--- config.mk ---
export PLATFORM = sky130hd
export DESIGN_NAME = fidt_datapath
export DESIGN_NICKNAME = d
export VERILOG_FILES = /design/src/hw/rtl/fidt_pkg.sv /design/src/hw/rtl/fidt_divider.sv /design/src/hw/rtl/fidt_datapath.sv
export VERILOG_INCLUDE_DIRS = /design/src /design/src/hw/rtl
export SDC_FILE = /design/constraint.sdc
export NUM_CORES = 2
export LEC_CHECK = 0
export BUFFER_PORTS_ARGS = -buffer_cell sky130_fd_sc_hd__buf_4
export CAP_MARGIN = 20
export CELL_PAD_IN_SITES_DETAIL_PLACEMENT = 1
export CELL_PAD_IN_SITES_GLOBAL_PLACEMENT = 2
export CORE_UTILIZATION = 37
export DETAILED_ROUTE_END_ITERATION = 16
export HOLD_SLACK_MARGIN = 0.12
export PLACE_DENSITY = 0.77
export SYNTH_ARGS = -nofsm -noshare
export SYNTH_HDL_FRONTEND = slang
export SYNTH_SLANG_ARGS = --single-unit
--- constraint.sdc ---
create_clock -name clk -period 5.4 [get_ports clk]
set_clock_uncertainty 0.15 [all_clocks]
set_input_delay 0.54 -clock clk [delete_from_list [all_inputs] [get_ports clk]]
set_output_delay 0.54 -clock clk [all_outputs]
set_load 0.01 [all_outputs]
--- src/hw/rtl/frame_interval_drop_tracker_core_assert.svh ---
// ----------------------------------------------------------------------------
// Frame interval drop tracker assertion macros
// Shared concurrent assertion forms, clocked on clk and disabled in rst.
// ----------------------------------------------------------------------------
`ifndef FRAME_INTERVAL_DROP_TRACKER_CORE_ASSERT_SVH
`define FRAME_INTERVAL_DROP_TRACKER_CORE_ASSERT_SVH

// The consequent must hold in the same cycle as the antecedent.
`define FIDT_ASSERT_IMP(lbl, ante, cons) \
  lbl: assert property (@(posedge clk) disable iff (rst) (ante) |-> (cons)) \
    else $error("frame interval drop tracker assertion failed");

// The consequent must hold in the cycle after the antecedent.
`define FIDT_ASSERT_NEXT(lbl, ante, cons) \
  lbl: assert property (@(posedge clk) disable iff (rst) (ante) |=> (cons)) \
    else $error("frame interval drop tracker assertion failed");

`endif

--- src/hw/rtl/fidt_pkg.sv ---
// ----------------------------------------------------------------------------
// Frame interval drop tracker package
// Widths, request codes, limits and controller/datapath bundles.
// ----------------------------------------------------------------------------
`timescale 1ns / 1ps
`default_nettype none

package fidt_pkg;

  localparam int STAMP_W = 64;
  localparam int COUNT_W = 8;
  localparam int REQ_W   = 2;

  localparam logic [COUNT_W-1:0] LEARN_INTERVALS = COUNT_W'(10);
  localparam logic [COUNT_W-1:0] MISS_LIMIT      = COUNT_W'(5);
  localparam logic [COUNT_W-1:0] COUNT_MAX       = '1;

  typedef enum logic [REQ_W-1:0] {
    REQ_FRAME = 2'd0,
    REQ_FLUSH = 2'd1,
    REQ_RESET = 2'd2
  } req_t;

  typedef struct packed {
    logic load;
    logic calc;
    logic cmp;
    logic upd;
    logic div_start;
    logic div_apply;
    logic publish;
  } fidt_cmd_t;

  typedef struct packed {
    logic need_div;
    logic div_done;
  } fidt_stat_t;

endpackage

`default_nettype wire

--- src/hw/rtl/fidt_divider.sv ---
// ----------------------------------------------------------------------------
// Frame interval drop tracker divider
// Restoring unsigned divider, one quotient bit per cycle.
// ----------------------------------------------------------------------------
`timescale 1ns / 1ps
`default_nettype none

module fidt_divider import fidt_pkg::*; (
  input  logic               clk,
  input  logic               rst,
  input  logic               start,
  input  logic [STAMP_W-1:0] dividend,
  input  logic [COUNT_W-1:0] divisor,
  output logic [STAMP_W-1:0] quotient,
  output logic               done
);

  localparam int STEP_W = $clog2(STAMP_W);
  localparam logic [STEP_W-1:0] STEP_LAST = STEP_W'(STAMP_W - 1);

  logic               busy;
  logic [STEP_W-1:0]  step;
  logic [STAMP_W-1:0] quo;
  logic [COUNT_W-1:0] rem;
  logic [COUNT_W-1:0] den;
  logic [COUNT_W:0]   trial;
  logic               fits;
  logic [COUNT_W:0]   diff;

  assign trial = {rem, quo[STAMP_W-1]};
  assign fits  = trial >= {1'b0, den};
  assign diff  = trial - {1'b0, den};

  always_ff @(posedge clk) begin
    if (rst) begin
      busy <= 1'b0;
      done <= 1'b0;
    end else begin
      done <= 1'b0;
      if (start) begin
        busy <= 1'b1;
      end else if (busy && step == STEP_LAST) begin
        busy <= 1'b0;
        done <= 1'b1;
      end
    end
  end

  always_ff @(posedge clk) begin
    if (start) begin
      quo  <= dividend;
      rem  <= '0;
      den  <= divisor;
      step <= '0;
    end else if (busy) begin
      quo  <= {quo[STAMP_W-2:0], fits};
      rem  <= fits ? diff[COUNT_W-1:0] : trial[COUNT_W-1:0];
      step <= step + STEP_W'(1);
    end
  end

  assign quotient = quo;

endmodule

`default_nettype wire

--- src/hw/rtl/fidt_datapath.sv ---
// ----------------------------------------------------------------------------
// Frame interval drop tracker datapath
// Tracker state, interval arithmetic, learning divide and result register.
// ----------------------------------------------------------------------------
`timescale 1ns / 1ps
`default_nettype none

`include "frame_interval_drop_tracker_core_assert.svh"

module fidt_datapath import fidt_pkg::*; (
  input  logic                      clk,
  input  logic                      rst,
  input  logic [REQ_W-1:0]          req_type,
  input  logic signed [STAMP_W-1:0] stamp,
  input  logic                      stamp_present,
  input  logic                      skip_mode,
  output logic                      estimate_valid,
  output logic signed [STAMP_W-1:0] interval_estimate,
  output logic                      frame_dropped,
  input  fidt_cmd_t                 cmd,
  output fidt_stat_t                stat
);

  localparam int DEV_W  = STAMP_W + 2;
  localparam int WIDE_W = STAMP_W + 4;

  logic [REQ_W-1:0]          req_r;
  logic signed [STAMP_W-1:0] stamp_r;
  logic                      pres_r;
  logic                      skip_r;

  logic signed [STAMP_W-1:0] last_stamp;
  logic                      last_pres;
  logic                      locked;
  logic signed [STAMP_W-1:0] accum;
  logic [COUNT_W-1:0]        count;

  logic signed [DEV_W-1:0]   dev_r;
  logic signed [WIDE_W-1:0]  rhs_r;
  logic [WIDE_W-1:0]         five_r;
  logic                      drop_r;
  logic                      div_neg;

  logic signed [DEV_W-1:0]   s_d, l_d, e_d;
  logic signed [WIDE_W-1:0]  s_w, l_w, e_w;
  logic [DEV_W-1:0]          abs_dev;
  logic                      both_present;
  logic                      deviating;
  logic [COUNT_W-1:0]        count_inc;
  logic [STAMP_W-1:0]        accum_mag;
  logic [STAMP_W-1:0]        quot;
  logic [STAMP_W-1:0]        quot_s;
  logic                      div_done;

  assign s_d = {{2{stamp_r[STAMP_W-1]}}, stamp_r};
  assign l_d = {{2{last_stamp[STAMP_W-1]}}, last_stamp};
  assign e_d = {{2{accum[STAMP_W-1]}}, accum};
  assign s_w = {{4{stamp_r[STAMP_W-1]}}, stamp_r};
  assign l_w = {{4{last_stamp[STAMP_W-1]}}, last_stamp};
  assign e_w = {{4{accum[STAMP_W-1]}}, accum};

  assign abs_dev      = dev_r[DEV_W-1] ? DEV_W'(-dev_r) : DEV_W'(dev_r);
  assign both_present = pres_r && last_pres;
  assign deviating    = !both_present ||
                        ($signed({1'b0, five_r}) > $signed({e_w[WIDE_W-1], e_w}));
  assign count_inc    = (count == COUNT_MAX) ? count : count + COUNT_W'(1);
  assign accum_mag    = accum[STAMP_W-1] ? STAMP_W'(-accum) : STAMP_W'(accum);
  assign quot_s       = div_neg ? STAMP_W'(-quot) : quot;

  fidt_divider u_divider (
    .clk      (clk),
    .rst      (rst),
    .start    (cmd.div_start),
    .dividend (accum_mag),
    .divisor  (count),
    .quotient (quot),
    .done     (div_done)
  );

  always_ff @(posedge clk) begin
    if (cmd.load) begin
      req_r   <= req_type;
      stamp_r <= stamp;
      pres_r  <= stamp_present;
      skip_r  <= skip_mode;
    end
    if (cmd.calc) begin
      dev_r <= s_d - l_d - e_d;
      rhs_r <= (l_w <<< 1) + (e_w <<< 1) + e_w;
    end
    if (cmd.cmp) begin
      five_r <= {abs_dev, 2'b00} + {2'b00, abs_dev};
      drop_r <= (req_r == REQ_FRAME) && skip_r && locked && both_present &&
                ((s_w <<< 1) > rhs_r);
    end
    if (cmd.div_start) begin
      div_neg <= accum[STAMP_W-1];
    end
    if (cmd.publish) begin
      estimate_valid    <= locked;
      interval_estimate <= accum;
      frame_dropped     <= drop_r;
    end
  end

  always_ff @(posedge clk) begin
    if (rst) begin
      last_stamp <= '0;
      last_pres  <= 1'b0;
      locked     <= 1'b0;
      accum      <= '0;
      count      <= '0;
    end else if (cmd.upd) begin
      case (req_r)
        REQ_FRAME: begin
          if (!locked) begin
            if (both_present) begin
              accum <= accum + stamp_r - last_stamp;
              count <= count_inc;
            end
          end else if (!skip_r) begin
            if (deviating) begin
              if (count_inc > MISS_LIMIT) begin
                locked <= 1'b0;
                accum  <= '0;
                count  <= '0;
              end else begin
                count <= count_inc;
              end
            end else begin
              count <= '0;
            end
          end
          last_stamp <= stamp_r;
          last_pres  <= pres_r;
        end
        REQ_FLUSH: begin
          last_stamp <= '0;
          last_pres  <= 1'b0;
          if (!locked) begin
            accum <= '0;
            count <= '0;
          end
        end
        REQ_RESET: begin
          last_stamp <= '0;
          last_pres  <= 1'b0;
          locked     <= 1'b0;
          accum      <= '0;
          count      <= '0;
        end
        default: begin
        end
      endcase
    end else if (cmd.div_apply) begin
      accum <= quot_s;
      if (quot_s != '0 && !quot_s[STAMP_W-1]) begin
        locked <= 1'b1;
        count  <= '0;
      end
    end
  end

  assign stat.need_div = (req_r == REQ_FRAME) && !locked && (count > LEARN_INTERVALS);
  assign stat.div_done = div_done;

  `FIDT_ASSERT_IMP(a_locked_positive, locked, !accum[STAMP_W-1] && accum != '0)
  `FIDT_ASSERT_IMP(a_div_count_learned, cmd.div_start, count > LEARN_INTERVALS)

endmodule

`default_nettype wire

# Word-level counts from Yosys, hierarchy flattened
# Index checks and enable logic that the tools add are counted.
[op_classes] add_sub_neg=13 magnitude_cmp=5 n_eq_ne=11 n_mux=39 n_reduce_logical=26
[op_table] op="64-bit two-way mux" n=12
[op_table] op="64-bit case mux with 3 select lines" n=1
[op_table] op="64-bit negator" n=2
[op_table] op="64-bit case mux with 2 select lines" n=1
[op_table] op="8-bit two-way mux" n=11
[op_table] op="69-bit by 64-bit greater-than comparator with 1-bit output" n=1
[op_table] op="68-bit by 66-bit adder with 68-bit output" n=1
[op_table] op="65-bit by 68-bit greater-than comparator with 1-bit output" n=1
[op_table] op="66-bit by 64-bit adder with 67-bit output" n=1
[op_table] op="65-bit by 65-bit adder with 66-bit output" n=1
[op_table] op="66-bit two-way mux" n=1
[op_table] op="66-bit negator" n=1
[op_table] op="65-bit by 64-bit subtractor with 66-bit output" n=1
[op_table] op="64-bit by 64-bit subtractor with 65-bit output" n=1
[op_table] op="64-bit adder" n=1
[op_table] op="64-bit nonzero test" n=1
[op_table] op="64-bit subtractor" n=1
[op_table] op="8-bit case mux with 3 select lines" n=1
[op_table] op="4-bit inequality test (second input constant)" n=3
[op_table] op="1-bit two-way mux" n=10
[op_table] op="2-bit nonzero test" n=5
[op_table] op="9-bit by 8-bit >= comparator with 1-bit output" n=1
[op_table] op="1-bit logical AND" n=9
[op_table] op="8-bit by 1-bit adder with 8-bit output (second input constant)" n=1
[op_table] op="other kinds (21)" n=25
[word_totals] register_bits=564 input_bits=77 out_inout_bits=68 elab_cells=117

# Logic depth before layout (Yosys ltp)
[logic_depth] depth_word=9 ltp_mapped=22 depth_no_buf=22

# Modules after synthesis
# From an unflattened synthesis, not the netlist that was laid out.
[unflattened] hier_cells=4928 hier_area_um2=47275.3
[modules_own_cells] mod="fidt_datapath" n_inst=1 cells_each=4650 area_per_inst_um2=43224.0 seq_area_each_um2=12882.4
[modules_own_cells] mod="fidt_divider" n_inst=1 cells_each=278 area_per_inst_um2=4051.4 seq_area_each_um2=2482.4

# Worst setup path after synthesis
# OpenSTA, ideal clock, no wires.
[synth_path] path_kind="flip-flop to flip-flop" startpoint="reg dev_r[17]" endpoint="reg five_r[62] (data pin)" setup_ps=260 arrival_ps=4931 required_time_ps=4990 path_slack_ps=60 stages_incl_launch_ff=19 path_buffers=2 synth_period_minus_slack_ps=5340 path_cell_list="edfxtp_1 -> or4_1 -> clkbuf_1 -> or4_1 -> clkbuf_1 -> nor2_1 -> nand2_1 -> o21ai_0 -> xnor2_1 -> ha_1 -> nand2_1 -> or4b_2 -> or4_1 -> o211a_1 -> o31ai_1 -> a41oi_1 -> o31ai_1 -> a21boi_0 -> xnor2_1"
[synth_between] elab_chain_len=3
[synth_lines] item="start, declared" line="fidt_datapath.sv:38" source="logic signed [DEV_W-1:0] dev_r;"
[synth_lines] item="start signal, assigned" line="fidt_datapath.sv:88" source="dev_r <= s_d - l_d - e_d;"
[synth_lines] item="66-bit negator" line="fidt_datapath.sv:62" source="assign abs_dev = dev_r[DEV_W-1] ? DEV_W'(-dev_r) : DEV_W'(dev_r);"
[synth_lines] item="66-bit two-way mux *" line="fidt_datapath.sv:62"
[synth_lines] item="68-bit by 66-bit adder with 68-bit output *" line="fidt_datapath.sv:92" source="five_r <= {abs_dev, 2'b00} + {2'b00, abs_dev};"
[synth_lines] item="end signal, assigned" line="fidt_datapath.sv:92"
[synth_lines] item="end, declared" line="fidt_datapath.sv:40" source="logic [WIDE_W-1:0] five_r;"
# Mark *: on every way between the ends. The rest lies on a longest branch, timed or not.
# A chain may end at the register's enable or synchronous reset.

# Worst setup path in the final report
[layout_path] startpoint="reg dev_r[2]" endpoint="reg five_r[67] (data pin)"
# Same word-level chain as after synthesis.

==> results.cfg <==
[timing]
fin_setup_tns_ps = 0
maxSlewViolCount = 0
fin_crit_ps = 5280
setup_viol = 0
max_slew_margin_pct = 25.7
holdWs_ps = 203
fin_crit_sh_pct = 97.7
rsz0062_at_grt = true
tightest_slew_ps = 1110
max_freq_mhz = 190
finalHoldViolCount = 0

[floorplanning]
die_x_um = 360
die_area_um2 = 129000
die_h_um = 360
io_pins = 145
start_util_pct = 37.5
fp-row-count = 130
core_area_um2 = 126000

[global_routing]
grt_pass1_vias = 43600
gr-total-overflow = 0
track_usage_pct = 28.9
grt_antenna_before_repair = 7
grt_max_degree = 83
grt_pass1_wl_um = 282000

[power_and_ir_drop]
power_frac_seq_pct = 20.7
clkPwrFrac_pct = 14.6
p_sw_share_pct = 45.9
power_density_nw_per_um2 = 645
switching_power_mw = 16.9
leakagePower_nw = 24.4
power_frac_comb_pct = 64.7
vdd_drop_max_mv = 0.378
intPower_mw = 19.9

[clock_network]
root_buffer = clkbuf_16
numClockSinks = 563
insertion_delay_ps = 690
cts_buffer_depth = 3
numCtsBuffers = 76
ctsHtreeMaxLevel = 3
clk_pin_slew_ps = 60
cts_tree = built

[logic_synthesis]
synth-simple-area-share_pct = 14.0
synth-xor-area-share_pct = 7.88
synthTopCellsByArea = edfxtp_1, ha_1, fa_1
synth.top_cells.by_count = inv_1, a21oi_1, ha_1
synth_mux_area_share_pct = 0.541
syn_area_um2 = 47400
syn_inst = 5162
synth.distinct_cells = 85
yosys_warnings = 0
synth-async-reset-ratio_pct = 0
synth_top_family_by_area = compound AO/OA/AOI/OAI gates
synth_largest_area_cell = edfxtp_1
synth.top_cell.area_share_pct = 25.9
ys_seq_elements = 563
synth.most_common_cell = inv_1
syn_area_per_cell_um2 = 9.18
ys.flop_type = edfxtp_1
synth_compound_area_share_pct = 20.3
synthAdderAreaFrac_pct = 19.1
syn-num-nets = 5846
synth_edf_count = 409
synth_seq_area_share_pct = 32.4

[routing]
drc_errors = 0
wl_per_cell_um = 25.5
drt_wl_total_um = 190000
drt_pass1_iterations = 5
vias = 42900
ant_nets = 0
first_iter_violations = 3546
via_per_inst = 5.77

[worst_setup_path]
worst_setup_path_end_kind = flop
worstSetupPathType = reg2reg
cp.required_ps = 5660
crit_arrival_ps = 5540
cp_max_fo = 5
cp-start-kind = flop
r2r_slack_ps = 120

[cells_and_area]
syn2layout_area_growth_pct = 20.8
nets = 6408
drive_above_1_share_pct = 15.3
fin_util_pct = 45.3

[placement]
dp_hpwl_um = 153000
gp_congestion = 0.947
portBuffers = 144

[run_status]
status = complete, no violations

[flow_run]
drv_cap = 0

[min_path]
hold_class = in2reg
critical path: stages, from the launching register on:
cell	delay [ps]
edfxtp_1	400
or4_4	600
nor3_4	180
nor3b_4	260
nand4_1	140
buf_4	180
or2_4	250
buf_4	150
or3_4	360
nor4_4	210
buf_4	150
nand2_1	90
o21ai_1	180
xnor2_1	170
ha_1	310
a21o_1	210
a21o_1	180
a21oi_1	140
nor2_1	60
o21ai_1	120
nand2b_1	80
a21oi_2	170
a21oi_1	100
xor2_1	140
per-layer routing:
layer | global-route usage (%) | wire length [um]
met3 | 4.91 | 13200
met1 | 42.3 | 90200
met5 | 0 | 27
met4 | 6.74 | 3800
met2 | 44.1 | 82800
registers in the layout, summed over array words and instances (netlist names), 64 cells and up:
name and flops:
five_r 68, rhs_r 67, dev_r 66, accum 64, interval_estimate 64, last_stamp 64, stamp_r 64, u_divider.quotient 64
power by group through the flow:
stage	registers, mW	logic [mW]	clock network (mW)
2_1_floorplan	7.23	13.5	0
3_3_place_gp	7.61	22.4	0
3_5_place_dp	7.65	22.7	0
4_1_cts	7.59	23.1	5.48
5_1_grt	7.73	25.9	5.61
6_report	7.63	23.9	5.38
what timing repair did:
item / 4_1_cts / 5_1_grt
setup endpoints to repair: 20 / 31
hold buffers: 69 / 0
buffers inserted: 3 / 5
pin swaps: 3 / 27
resized for setup: 15 / 83
endpoints found under the hold margin: 69 / 0
cell families (layout without fill, tap and decap cells):
| group | after synthesis | after routing |
|---|---|---|
| AOI/OAI and AO/OA | 1480 | 1480 |
| other | 0 | 1 |
| and+or+nand+nor | 1342 | 1342 |
| muxes | 25 | 25 |
| DFF | 563 | 563 |
| buffers and inverters | 717 | 1342 |
| xor gates and xnor gates | 426 | 426 |
| adders and majority gates | 609 | 609 |
path summary, 6_finish.rpt:
path | from | end | depth (start not counted)
min | cmd[4] | five_r[62] | 1
max | dev_r[2] | five_r[67] | 23
max reg2reg | dev_r[2] | five_r[67] | 23
min reg2reg | drop_r | frame_dropped | 0
per-stage QoR:
stage          setup WS (ps)  cell area, um2  power [mW]  cells
6_report                 124           57200        36.9   7438
3_5_place_dp            -274           53500        30.4   7219
2_1_floorplan           59.6           47400        20.7   5162
5_1_grt                 -113           57200        39.2   7437
3_3_place_gp            -199           53500        30.0   7219
4_1_cts                 16.7           56800        36.1   7432
layout by cell type (no fill, tap or decap), types with 149 or more instances in the layout:
master,Yosys,routed
nand2_1,299,297
dfxtp_1,154,149
fa_1,193,193
a21o_1,164,164
a21oi_1,458,446
ha_1,414,412
buf_4,2,630
nor2_1,389,383
xnor2_1,291,288
edfxtp_1,409,409
o21ai_0,269,254
inv_1,490,489
layout make-up:
class / instances / area (um2)
multi-input cells: 3882 / 29700
inverters: 491 / 1840
well taps: 1650 / 2060
repair buffers: 710 / 5620
clock buffers: 104 / 2150
fillers: 14400 / 69200
diodes: 1 / 2.50
clock inverters: 37 / 429
flip-flops and latches: 563 / 15400
Power figures use the tool's default switching activity.
