<file path="src/hw/rtl/frame_interval_drop_tracker_core_assert.svh">
// ----------------------------------------------------------------------------
// Frame interval drop tracker assertion macros
// Shared concurrent assertion forms, clocked on clk and disabled in rst.
// ----------------------------------------------------------------------------
`ifndef FRAME_INTERVAL_DROP_TRACKER_CORE_ASSERT_SVH
`define FRAME_INTERVAL_DROP_TRACKER_CORE_ASSERT_SVH

// The consequent must hold in the same cycle as the antecedent.
`define FIDT_ASSERT_IMP(lbl, ante, cons) \
  lbl: assert property (@(posedge clk) disable iff (rst) (ante) |-> (cons)) \
    else $error("frame interval drop tracker assertion failed");

// The consequent must hold in the cycle after the antecedent.
`define FIDT_ASSERT_NEXT(lbl, ante, cons) \
  lbl: assert property (@(posedge clk) disable iff (rst) (ante) |=> (cons)) \
    else $error("frame interval drop tracker assertion failed");

`endif

</file>
<file path="src/hw/rtl/fidt_pkg.sv">
// ----------------------------------------------------------------------------
// Frame interval drop tracker package
// Widths, request codes, limits and controller/datapath bundles.
// ----------------------------------------------------------------------------
`timescale 1ns / 1ps
`default_nettype none

package fidt_pkg;

  localparam int STAMP_W = 64;
  localparam int COUNT_W = 8;
  localparam int REQ_W   = 2;

  localparam logic [COUNT_W-1:0] LEARN_INTERVALS = COUNT_W'(10);
  localparam logic [COUNT_W-1:0] MISS_LIMIT      = COUNT_W'(5);
  localparam logic [COUNT_W-1:0] COUNT_MAX       = '1;

  typedef enum logic [REQ_W-1:0] {
    REQ_FRAME = 2'd0,
    REQ_FLUSH = 2'd1,
    REQ_RESET = 2'd2
  } req_t;

  typedef struct packed {
    logic load;
    logic calc;
    logic cmp;
    logic upd;
    logic div_start;
    logic div_apply;
    logic publish;
  } fidt_cmd_t;

  typedef struct packed {
    logic need_div;
    logic div_done;
  } fidt_stat_t;

endpackage

`default_nettype wire

</file>
<file path="src/hw/rtl/fidt_controller.sv">
// ----------------------------------------------------------------------------
// Frame interval drop tracker controller
// Sequences one item through calc, compare, update, optional divide and publish steps.
// ----------------------------------------------------------------------------
`timescale 1ns / 1ps
`default_nettype none

`include "frame_interval_drop_tracker_core_assert.svh"

module fidt_controller import fidt_pkg::*; (
  input  logic       clk,
  input  logic       rst,
  input  logic       in_valid,
  output logic       in_ready,
  output logic       out_valid,
  input  logic       out_ready,
  output fidt_cmd_t  cmd,
  input  fidt_stat_t stat
);

  typedef enum logic [7:0] {
    S_IDLE   = 8'b0000_0001,
    S_CALC   = 8'b0000_0010,
    S_CMP    = 8'b0000_0100,
    S_UPD    = 8'b0000_1000,
    S_DECIDE = 8'b0001_0000,
    S_DIVW   = 8'b0010_0000,
    S_FIN    = 8'b0100_0000,
    S_PUB    = 8'b1000_0000
  } state_t;

  state_t state;
  state_t state_next;
  logic   slot_free;

  assign slot_free = !out_valid || out_ready;
  assign in_ready  = (state == S_IDLE);

  always_comb begin
    cmd        = '0;
    state_next = state;
    unique case (state)
      S_IDLE: begin
        if (in_valid) begin
          cmd.load   = 1'b1;
          state_next = S_CALC;
        end
      end
      S_CALC: begin
        cmd.calc   = 1'b1;
        state_next = S_CMP;
      end
      S_CMP: begin
        cmd.cmp    = 1'b1;
        state_next = S_UPD;
      end
      S_UPD: begin
        cmd.upd    = 1'b1;
        state_next = S_DECIDE;
      end
      S_DECIDE: begin
        if (stat.need_div) begin
          cmd.div_start = 1'b1;
          state_next    = S_DIVW;
        end else begin
          state_next = S_PUB;
        end
      end
      S_DIVW: begin
        if (stat.div_done) begin
          state_next = S_FIN;
        end
      end
      S_FIN: begin
        cmd.div_apply = 1'b1;
        state_next    = S_PUB;
      end
      S_PUB: begin
        if (slot_free) begin
          cmd.publish = 1'b1;
          state_next  = S_IDLE;
        end
      end
      default: begin
        state_next = S_IDLE;
      end
    endcase
  end

  always_ff @(posedge clk) begin
    if (rst) begin
      state     <= S_IDLE;
      out_valid <= 1'b0;
    end else begin
      state <= state_next;
      if (cmd.publish) begin
        out_valid <= 1'b1;
      end else if (out_ready) begin
        out_valid <= 1'b0;
      end
    end
  end

  `FIDT_ASSERT_NEXT(a_accept_starts, in_valid && in_ready, state == S_CALC)
  `FIDT_ASSERT_NEXT(a_publish_shows, cmd.publish, out_valid && state == S_IDLE)
  `FIDT_ASSERT_IMP(a_done_while_waiting, stat.div_done, state == S_DIVW)

endmodule

`default_nettype wire

</file>
<file path="config.mk">
export PLATFORM = sky130hd
export DESIGN_NAME = fidt_controller
export DESIGN_NICKNAME = d
export VERILOG_FILES = /design/src/hw/rtl/fidt_pkg.sv /design/src/hw/rtl/fidt_controller.sv
export VERILOG_INCLUDE_DIRS = /design/src /design/src/hw/rtl
export SDC_FILE = /design/constraint.sdc
export NUM_CORES = 1
export LEC_CHECK = 0
export ABC_AREA = 1
export BUFFER_PORTS_ARGS = -buffer_cell sky130_fd_sc_hd__buf_2
export CAP_MARGIN = 20
export CORE_AREA = 8 8 45 47
export CTS_BUF_LIST = sky130_fd_sc_hd__clkbuf_8 sky130_fd_sc_hd__clkbuf_16
export DETAILED_ROUTE_END_ITERATION = 8
export DIE_AREA = 0 0 53 55
export PLACE_DENSITY = 0.72
export SLEW_MARGIN = 30
export SYNTH_ARGS = -nofsm -noshare
export SYNTH_HDL_FRONTEND = slang
export SYNTH_SLANG_ARGS = --single-unit
</file>
<file path="constraint.sdc">
create_clock -name clk -period 3.1 [get_ports clk]
set_input_delay 0.465 -clock clk [delete_from_list [all_inputs] [get_ports clk]]
set_output_delay 0.465 -clock clk [all_outputs]
set_load 0.05 [all_outputs]
</file>
Word level (Yosys, flattened, before mapping) --
Cells that the tools add are included.
Storage, ports and cells: flip-flop bits (word level) 9, output and inout bits 9, word-level logic and storage cells 34
Operators by class: eq/ne operators 11, muxes and demuxes 17, reduce and logical (&&, ||, !) cells 4
Operators with widths (number):
- $pmux W8 S8 | 1
- $mux W8 | 4
- $mux W1 | 12
- $eq A8 B1 Y1 const B | 1
- $eq A8 B2 Y1 const B | 1
- $eq A8 B3 Y1 const B | 1
- $eq A8 B4 Y1 const B | 1
- $eq A8 B5 Y1 const B | 1
- $eq A8 B6 Y1 const B | 1
- $eq A8 B7 Y1 const B | 1
- $eq A8 B8 Y1 const B | 1
- $ne A2 B2 Y1 const B | 3
- $reduce_and A3 Y1 | 1
- $reduce_bool A2 Y1 | 1
- $logic_not A1 Y1 | 1
- $logic_or A1 B1 Y1 | 1

Logic depth before layout (Yosys ltp) --
Gate-level depths: netlist of the first run.
depth after elaboration 5, depth in mapped cells 9, depth with buffers taken out 9

Worst setup path after synthesis of the first run --
OpenSTA, ideal clock, no wires.
path type reg2out, from reg out_valid, to out cmd[0] in the netlist's numbering, data required time 2.635 ns, stages on the path, launching flop included 4, buffers on the path 0, path slack 1.018 ns, arrival time 1.617 ns, cell sequence dfxtp_1 > inv_1 > nor2_1 > nor4_2
RTL lines:
- from (decl) | RTL line fidt_controller.sv:15 | output logic out_valid,
- from (signal assigned) | RTL line fidt_controller.sv:93 | out_valid <= 1'b0;
- from (signal assigned) | RTL line fidt_controller.sv:97 | out_valid <= 1'b1;
- from (signal assigned) | RTL line fidt_controller.sv:99 | out_valid <= 1'b0;
- to (decl) | RTL line fidt_controller.sv:17 | output fidt_cmd_t cmd,

==> results of run 1 <==
area by class of cell:
cell class | instances | area share (%)
repair buffers | 14 | 9.912
clock buffers | 3 | 5.841
well taps | 16 | 2.832
inverters | 20 | 10.62
clock inverters | 1 | 0.5310
flip-flops and latches | 9 | 25.49
multi-input cells | 55 | 44.78
logic make-up (layout without fill, tap and decap cells):
group / after synthesis / in the layout / synth area share (%)
AOI/OAI and AO/OA: 2 / 2 / 3.042
buffers and inverters: 21 / 38 / 13.69
DFF: 9 / 9 / 31.30
and+or+nand+nor: 53 / 53 / 51.96
state kept, by name, summed over array words and instances, names as in the netlist:
| register | cells |
|---|---|
| out_valid | 1 |
| state | 8 |
worst register-to-register path, cell delays in order (launching register included):
cell and delay [ns]:
dfxtp_1 0.32, nor2_2 0.20, nand2_2 0.10, inv_2 0.07
nand3_1 0.14, nand3_2 0.13, inv_2 0.04, nand2_1 0.05
nand3_1 0.05
power by group:
group	internal (W)	leakage (nW)	switching (W)
combinational	0.0000180	0.323	0.0000420
sequential	0.000119	0.0730	0.00000345
clock	0.0000864	0.0269	0.0000485
stage by stage:
stage,instance area (µm²),hold WS (ns)
2_1_floorplan,575.6,0.5438
6_report,706.9,0.5013
3_5_place_dp,661.9,0.5805
3_3_place_gp,661.9,0.5684
5_1_grt,706.9,0.5368
4_1_cts,706.9,0.5007
per-layer routing:
metal	vias to the layer above	track usage, %
li1	286	-
met1	232	9.909
met2	12	16.60
met3	5	2.406
met4	0	7.759
met5	-	0
layout by cell type (no fill, tap or decap):
| master | netlist | layout |
|---|---|---|
| nand3b_4 | 1 | 1 |
| nor2_4 | 5 | 5 |
| a21oi_1 | 1 | 1 |
| nand4_1 | 1 | 1 |
| buf_2 | 0 | 14 |
| nor3_1 | 3 | 3 |
| nor2_1 | 17 | 17 |
| clkbuf_8 | 0 | 3 |
| nand3_2 | 1 | 1 |
| nand2_1 | 14 | 14 |
| inv_2 | 3 | 3 |
| a211oi_2 | 1 | 1 |
| nand2_2 | 2 | 2 |
| nand3_1 | 4 | 4 |
| dfxtp_1 | 9 | 9 |
| nand2_4 | 1 | 1 |
| nor4_2 | 1 | 1 |
| nor2_2 | 3 | 3 |
| inv_1 | 17 | 18 |
final timing paths:
check | depth (start not counted) | slack (ns) | startpoint | endpoint
setup reg to reg | 8 | 1.88 | state[7] | state[0]
hold reg to reg | 4 | 0.58 | state[3] | state[4]
hold / removal | 3 | 0.50 | in_valid | state[1]
setup / recovery | 6 | 1.25 | state[7] | cmd[6]
==> results.ini, run 1 <==
[floorplanning]
initial_core_util_pct = 41.59
rows = 14
die_w_um = 53
core-area_um2 = 1384
ios = 15
die_area_um2 = 2915
fp.dieH_um = 55

[yosys]
synthTopCellsByArea = dfxtp_1 31%, inv_1 11%, nor2_1 11%, nor2_4 9.8%, nand2_1 9.1%
syn_nets = 91
syn_area_um2 = 575.6
syn_inst = 85
synth_top_area_share_pct = 31.30
synth_edf_count = 0
synth.avg_cell_area_um2 = 6.771
synth_commonest_cells = 17 x inv_1, 17 x nor2_1, 14 x nand2_1, 9 x dfxtp_1, 5 x nor2_4
ys_warn_count = 0
synthFlopType = dfxtp_1
synth_cell_type_count = 18
ys_ff_latch = 9
ys_seq_area_share_pct = 31.30
yosysTopAreaCell = dfxtp_1
synth-async-reset-ratio_pct = 0

[layout]
stdcell_count = 118
multi_input_area_um2 = 316.6
finish.utilization_pct = 51.09
fillers = 150
nNetsFinal = 109
antenna_cells = 0
drive_gt1_share_pct = 34.31
area.growth.synth_to_final_pct = 22.83
register_area_um2 = 180.2

[placement]
io_buffers = 14
hpwl_um = 939.2
post-place-cells = 114
dpl_worst_slack_ns = 1.434
gp_congestion = 0.7990

[detailed_routing]
drtPass1Iterations = 3
vias = 535
wl_met2_um = 574
met3_length_um = 35
via_per_inst = 4.534
drt_iter0_drc = 7
wl_met1_um = 579
drc = 0
topRoutingLayerUsed = met4
wl_per_cell_um = 10.36
drt-total-wl_um = 1223
ant_nets = 0

[clocking]
insertion_delay_ns = 0.23
cts.sinks = 9
cts.path.max_buffers = 2
clkSlewWorstSetupHoldPaths_ns = 0.05
clockRootBuffer = clkbuf_8
hold_buffers = 0
tritoncts = done
post_cts_buffers = 0
htreeDepth = 1
cts_made_buffers = 3
cts_resized = 0

[grt]
overflow = 0
grt_max_degree = 9
grt_pass1_vias = 561
grt_pass1_wl_um = 2097
antenna_found_initial = 0
grt_use_total_pct = 9.683

[timing]
fin_ws_ns = 1.250
slew-limit-headroom_pct = 77.35
min_period_over_period_pct = 59.68
period_needed_ns = 1.850
hold_violations = 0
slew_violations = 0
rsz0062_at_grt = no
clock.fmax_mhz = 540.5
tightest_slew_ns = 0.3385
fin_worst_skew_ns = 0.001020
finalSetupTns_ns = 0
finalSetupViolCount = 0

[worst_setup_path]
cpPeakStageDelay_ns = 0.32
crit_slowest_cell = dfxtp_1
crit_arrival_ns = 1.39
worstPathBufferInverterCount = 2
cp_max_fo = 4
startpoint_type = register
crit_path_end_kind = primary output
critPathKind = register to primary output
path_delay_family = simple AND/OR/NAND/NOR gates
crit_chain = nor2_2 > nand2_2 > inv_2 > nand2_1 > nor2_1 > buf_2
required_ns = 2.63

[job]
drv_cap = 0

[outcome]
status = completed

[power_and_ir_drop]
ir_drop_v = 0.0001981
finalPower_w = 0.0003175
powerDensity_nw_per_um2 = 449.1
power_leakage_nw = 0.4232

[hold_path]
hp-class = input port to register

Note: power is estimated with default switching activity, not from simulation.
==> run 2, diff against run 1 <==
Clock period 3.1 ns to 1.9 ns, I/O delays scaled along.
==> run 2 against run 1 <==
- clock skew fell by 0.00078 ns
- final cell count unchanged
- non-clock buffer count stayed put
- hold slack got worse by 0.18 ns
- sequential power is 63% higher
- first-iteration DRC count rose by 71%
==> results.ini, run 2 (same netlist as run 1, synthesis figures left out) <==
[outcome]
status = completed

[timing]
min_period_over_period_pct = 89.38
fin_worst_skew_ns = 0.0002382  ; -0.0007817 ns
rsz0062_at_grt = no
tightest_slew_ns = 0.4462  ; +0.1077 ns
finalSetupTns_ns = 0  ; unchanged
slew_violations = 0  ; unchanged
slew-limit-headroom_pct = 70.14  ; -7.2 points
clock.fmax_mhz = 588.8
whs_ns = 0.3207  ; -0.1806 ns
period_needed_ns = 1.698
finalSetupViolCount = 0  ; unchanged
hold_violations = 0  ; unchanged

[floorplanning]
die_w_um = 53  ; unchanged
die_area_um2 = 2915  ; unchanged
ios = 15  ; unchanged
core-area_um2 = 1384  ; unchanged
fp.dieH_um = 55  ; unchanged
rows = 14  ; unchanged
initial_core_util_pct = 41.59  ; unchanged

[worst_setup_path]
reg2reg_depth = 8  ; unchanged
crit_arrival_ns = 1.41  ; +0.02 ns
r2r_slack_ns = 0.65  ; -1.23 ns
required_ns = 1.62  ; -1.01 ns
critPathKind = register to primary output
cp_max_fo = 4  ; unchanged
crit_path_end_kind = primary output
startpoint_type = register

[layout]
top_register = state
area.growth.synth_to_final_pct = 24.35
nNetsFinal = 109  ; unchanged
layout_common_cells = 18 x inv_1, 17 x nor2_1, 14 x nand2_1, 14 x buf_2, 9 x dfxtp_1
largest_reg_flops = 8  ; unchanged
mostFrequentLayoutCell = inv_1
antenna_cells = 0  ; unchanged
drive_gt1_share_pct = 34.31  ; unchanged
reg_top3 = state (8), out_valid (1)

[power_and_ir_drop]
powerDensity_nw_per_um2 = 722.7  ; +61%
power_leakage_nw = 0.4233  ; about the same
ir_drop_v = 0.0003219  ; +62%

[placement]
io_buffers = 14  ; unchanged
gp_congestion = 0.7871  ; -1.5%
hpwl_um = 1013  ; +7.8%

[clocking]
clockRootBuffer = clkbuf_8
tritoncts = done
cts.path.max_buffers = 2  ; unchanged
htreeDepth = 1  ; unchanged
cts.sinks = 9  ; unchanged
post_cts_buffers = 0  ; unchanged
clkSlewWorstSetupHoldPaths_ns = 0.05  ; about the same
hold_buffers = 0  ; unchanged
cts_made_buffers = 3  ; unchanged
cts_resized = 0  ; unchanged
insertion_delay_ns = 0.23  ; about the same

[hold_path]
whs_path_depth = 3  ; unchanged
hp-class = input port to register

[detailed_routing]
drt-total-wl_um = 1210  ; -1.1%
drt_iter0_drc = 12  ; +5
via_per_inst = 4.636  ; +2.2%
drtPass1Iterations = 4  ; +1
wl_per_cell_um = 10.25  ; -1.1%
ant_nets = 0  ; unchanged
drc = 0  ; unchanged
vias = 547  ; +2.2%

[grt]
top_usage_layer = met2
met1_usage_pct = 9.893  ; -0.015 points
grt_max_degree = 9  ; unchanged
grt_pass1_vias = 518  ; -7.7%
antenna_found_initial = 0  ; unchanged
overflow = 0  ; unchanged
grt_pass1_wl_um = 2056  ; -2.0%
use_met3_pct = 2.139  ; -0.27 points
grt_use_met2_pct = 16.02  ; -0.59 points
grt_use_total_pct = 9.459  ; -0.22 points

[job]
drv_cap = 0  ; unchanged

run 2: cell counts in the layout (fill, tap and decap cells not counted):
Identical to the previous run, type by type.
run 2: worst max-delay path: stages (launching register included):
cell and delay, ns:
dfxtp_1 0.33, nor2_2 0.22, nand2_2 0.11, inv_2 0.08, nand2_1 0.09, nor2_1 0.09
buf_2 0.26
run 2: through the flow:
step / cell area, µm² / utilization (%) / power (W) / instances / setup WS [ns]
4_1_cts: 715.7 / 51.72 / 0.0005245 / 118 / 0.1961
5_1_grt: 715.7 / 51.72 / 0.0005413 / 118 / 0.09833
3_3_place_gp: 670.6 / 48.46 / 0.0003004 / 114 / 0.4760
3_5_place_dp: 670.6 / 48.46 / 0.0003011 / 114 / 0.4448
2_1_floorplan: 584.3 / - / 0.0002821 / 85 / 0.1986
6_report: 715.7 / 51.72 / 0.0005173 / 118 / 0.2017
run 2: final timing paths:
check | startpoint | endpoint
worst max-delay path | state[7] | cmd[6]
worst min-delay path | in_valid | state[1]
worst max register to register | state[7] | state[0]
worst min register to register | state[3] | state[4]
run 2: layout make-up:
type                    count  area [µm²]
fillers                   144       668.1
flip-flops and latches      9       180.2
well taps                  16       20.02
clock inverters             1       3.754
inverters                  20       75.07
clock buffers               3       41.29
multi-input cells          55       325.3
repair buffers             14       70.07
run 2: power breakdown:
| group | leakage (nW) | switching [W] | internal, W |
|---|---|---|---|
| Clock | 0.0269 | 0.0000791 | 0.000141 |
| Sequential | 0.0730 | 0.00000559 | 0.000194 |
| Combinational | 0.323 | 0.0000678 | 0.0000293 |
| Total | 0.423 | 0.000153 | 0.000365 |
run 2: metal layers:
metal / wire, µm / vias up
li1: - / 289
met1: 502 / 238
met2: 622 / 17
met3: 62 / 3
met4: 22 / 0
met5: 0 / -
==> run 3, diff against run 2 <==
Settings changed: CAP_MARGIN 20 to 10.
Clock period 1.9 ns to 1.6 ns, I/O delays scaled along.
==> run 3 against run 2 <==
- routed wire length rose by 7.5%
- flip-flop and latch count did not move
- final cell count rose by 1.7%
- largest cell class unchanged
==> results.ini, run 3 (same netlist as run 1, synthesis figures left out) <==
[outcome]
status = completed

[hold_path]
hp-class = input port to register
whs_path_depth = 2  ; -1
hp-start = rst
hold_path_end = state[5]

[power_and_ir_drop]
ir_drop_v = 0.0005702  ; +77%
internal_power_w = 0.0004430  ; +21%
powerDensity_nw_per_um2 = 813.6  ; +13%
swShare_pct = 30.03  ; +0.54 points
pwr-share-clk_pct = 41.9  ; -0.7 points
p_seq_share_pct = 37.5  ; -1.2 points
power_leakage_nw = 0.4393  ; +3.8%
finalPower_w = 0.0006332  ; +22%
p_comb_share_pct = 20.6  ; +1.8 points
switching_power_w = 0.0001901  ; +25%

[floorplanning]
rows = 14  ; unchanged
die_area_um2 = 2915  ; unchanged
fp.dieH_um = 55  ; unchanged
core-area_um2 = 1384  ; unchanged
ios = 15  ; unchanged
initial_core_util_pct = 41.59  ; unchanged
die_w_um = 53  ; unchanged

[detailed_routing]
ant_nets = 0  ; unchanged
vias = 564  ; +3.1%
drtPass1Iterations = 3  ; -1
drc = 0  ; unchanged
drt-total-wl_um = 1301  ; +7.5%
wl_per_cell_um = 10.84  ; +5.7%
via_per_inst = 4.700  ; +1.4%
drt_iter0_drc = 1  ; -11

[layout]
largest_reg_flops = 8  ; unchanged
drive_gt1_share_pct = 40.38  ; +6.1 points
nNetsFinal = 111  ; +1.8%
reg_top3 = state (8), out_valid (1)
layout_common_cells = 18 x inv_1, 15 x nor2_1, 13 x nand2_1
fillers = 135  ; -6.3%
antenna_cells = 0  ; unchanged
top_register = state
mostFrequentLayoutCell = inv_1
area.growth.synth_to_final_pct = 35.22

[timing]
tightest_slew_ns = 0.4396  ; -0.006614 ns
slew-limit-headroom_pct = 70.58  ; +0.44 points
rsz0062_at_grt = yes
period_needed_ns = 1.560
finalSetupTns_ns = 0  ; unchanged
clock.fmax_mhz = 641.2
hold_violations = 0  ; unchanged
min_period_over_period_pct = 97.47
fin_worst_skew_ns = 0.004087  ; +0.003849 ns
finalSetupViolCount = 0  ; unchanged
slew_violations = 0  ; unchanged

[grt]
grt_pass1_wl_um = 2194  ; +6.7%
grt_use_total_pct = 10.24  ; +0.78 points
antenna_found_initial = 0  ; unchanged
overflow = 0  ; unchanged
grt_max_degree = 9  ; unchanged
grt_pass1_vias = 570  ; +10%

[worst_setup_path]
crit_arrival_ns = 1.32  ; -0.09 ns
startpoint_type = register
crit_chain = nor2_4 > inv_2 > nor4_4 > buf_6
r2r_slack_ns = 0.25  ; -0.40 ns
required_ns = 1.36  ; -0.26 ns
crit_path_end_kind = primary output
crit_slowest_cell = dfxtp_2
critPathKind = register to primary output
r2r-start = state[5]
cpPeakStageDelay_ns = 0.34  ; about the same
cp_max_fo = 4  ; unchanged
reg2reg_depth = 9  ; +1
r2r-end = state[0]

[placement]
hpwl_um = 1043  ; +3.0%
io_buffers = 14  ; unchanged
gp_congestion = 0.7815  ; -0.71%

[clocking]
cts_made_buffers = 3  ; unchanged
cts.path.max_buffers = 2  ; unchanged
clkSlewWorstSetupHoldPaths_ns = 0.05  ; about the same
htreeDepth = 1  ; unchanged
tritoncts = done
insertion_delay_ns = 0.24  ; about the same
clockRootBuffer = clkbuf_8
cts.sinks = 9  ; unchanged

[job]
drv_cap = 0  ; unchanged

[run 3: per-layer routing]
layer  GRT usage (%)  vias to the layer above  part of all wire [%]
met2           16.80                       13                    44
li1                -                      291                     -
met3           2.941                        5                   3.8
met5               0                        -                     0
met4           9.052                        0                   4.2
met1           10.55                      255                    47
[run 3: worst max path at each step]
| stage | startpoint | endpoint | slack, ns | cells past startpoint |
|---|---|---|---|---|
| 2_1_floorplan | state[7] | cmd[6] | -0.005 | 5 |
| 3_3_place_gp | state[7] | cmd[6] | 0.23 | 6 |
| 3_5_place_dp | state[7] | cmd[6] | 0.21 | 6 |
| 4_1_cts | state[7] | cmd[6] | 0.004 | 6 |
| 5_1_grt | state[5] | cmd[0] | -0.02 | 4 |
| 6_report | state[5] | cmd[0] | 0.04 | 4 |
[run 3: critical path, delay by kind of cell, from the launching register on]
| family | cells | cell delay (ns) |
|---|---|---|
| and+or+nand+nor | 2 | 0.47 |
| buffers and inverters | 2 | 0.27 |
| DFF | 1 | 0.34 |
[run 3: repair_timing]
| action | CTS | global route |
|---|---|---|
| gates resized for setup | 5 | 12 |
| setup buffers | 0 | 2 |
| pin swaps | 0 | 2 |
| hold buffers | 0 | 0 |
| setup endpoints to repair | 5 | 8 |
[run 3: area by class of cell]
cell class | instances | area (µm²) | area share [%]
timing repair buffer | 16 | 117.6 | 15.11
sequential | 9 | 182.7 | 23.47
multi-input combinational | 55 | 337.8 | 43.41
clock inverter | 1 | 3.754 | 0.4823
tap | 16 | 20.02 | 2.572
inverter | 20 | 75.07 | 9.646
clock buffer | 3 | 41.29 | 5.305
[run 3: power groups by stage]
| stage | sequential [W] | clock [W] | combinational, W |
|---|---|---|---|
| finish | 0.000238 | 0.000266 | 0.000130 |
| global placement | 0.000241 | 0 | 0.000116 |
| CTS | 0.000237 | 0.000274 | 0.000124 |
| global route | 0.000238 | 0.000286 | 0.000139 |
| floorplan | 0.000241 | 0 | 0.0000941 |
| detailed placement | 0.000242 | 0 | 0.000118 |
[run 3: per-stage QoR]
stage | cell area, µm² | hold slack (ns) | setup slack (ns) | utilization (%) | std cells
2_1_floorplan | 586.8 | 0.4048 | -0.004725 | - | 85
3_3_place_gp | 673.1 | 0.5156 | 0.2254 | 48.64 | 114
3_5_place_dp | 673.1 | 0.5314 | 0.2149 | 48.64 | 114
4_1_cts | 730.7 | 0.2800 | 0.004263 | 52.80 | 118
5_1_grt | 778.2 | 0.2852 | -0.01574 | 56.24 | 120
6_report | 778.2 | 0.2875 | 0.04047 | 56.24 | 120
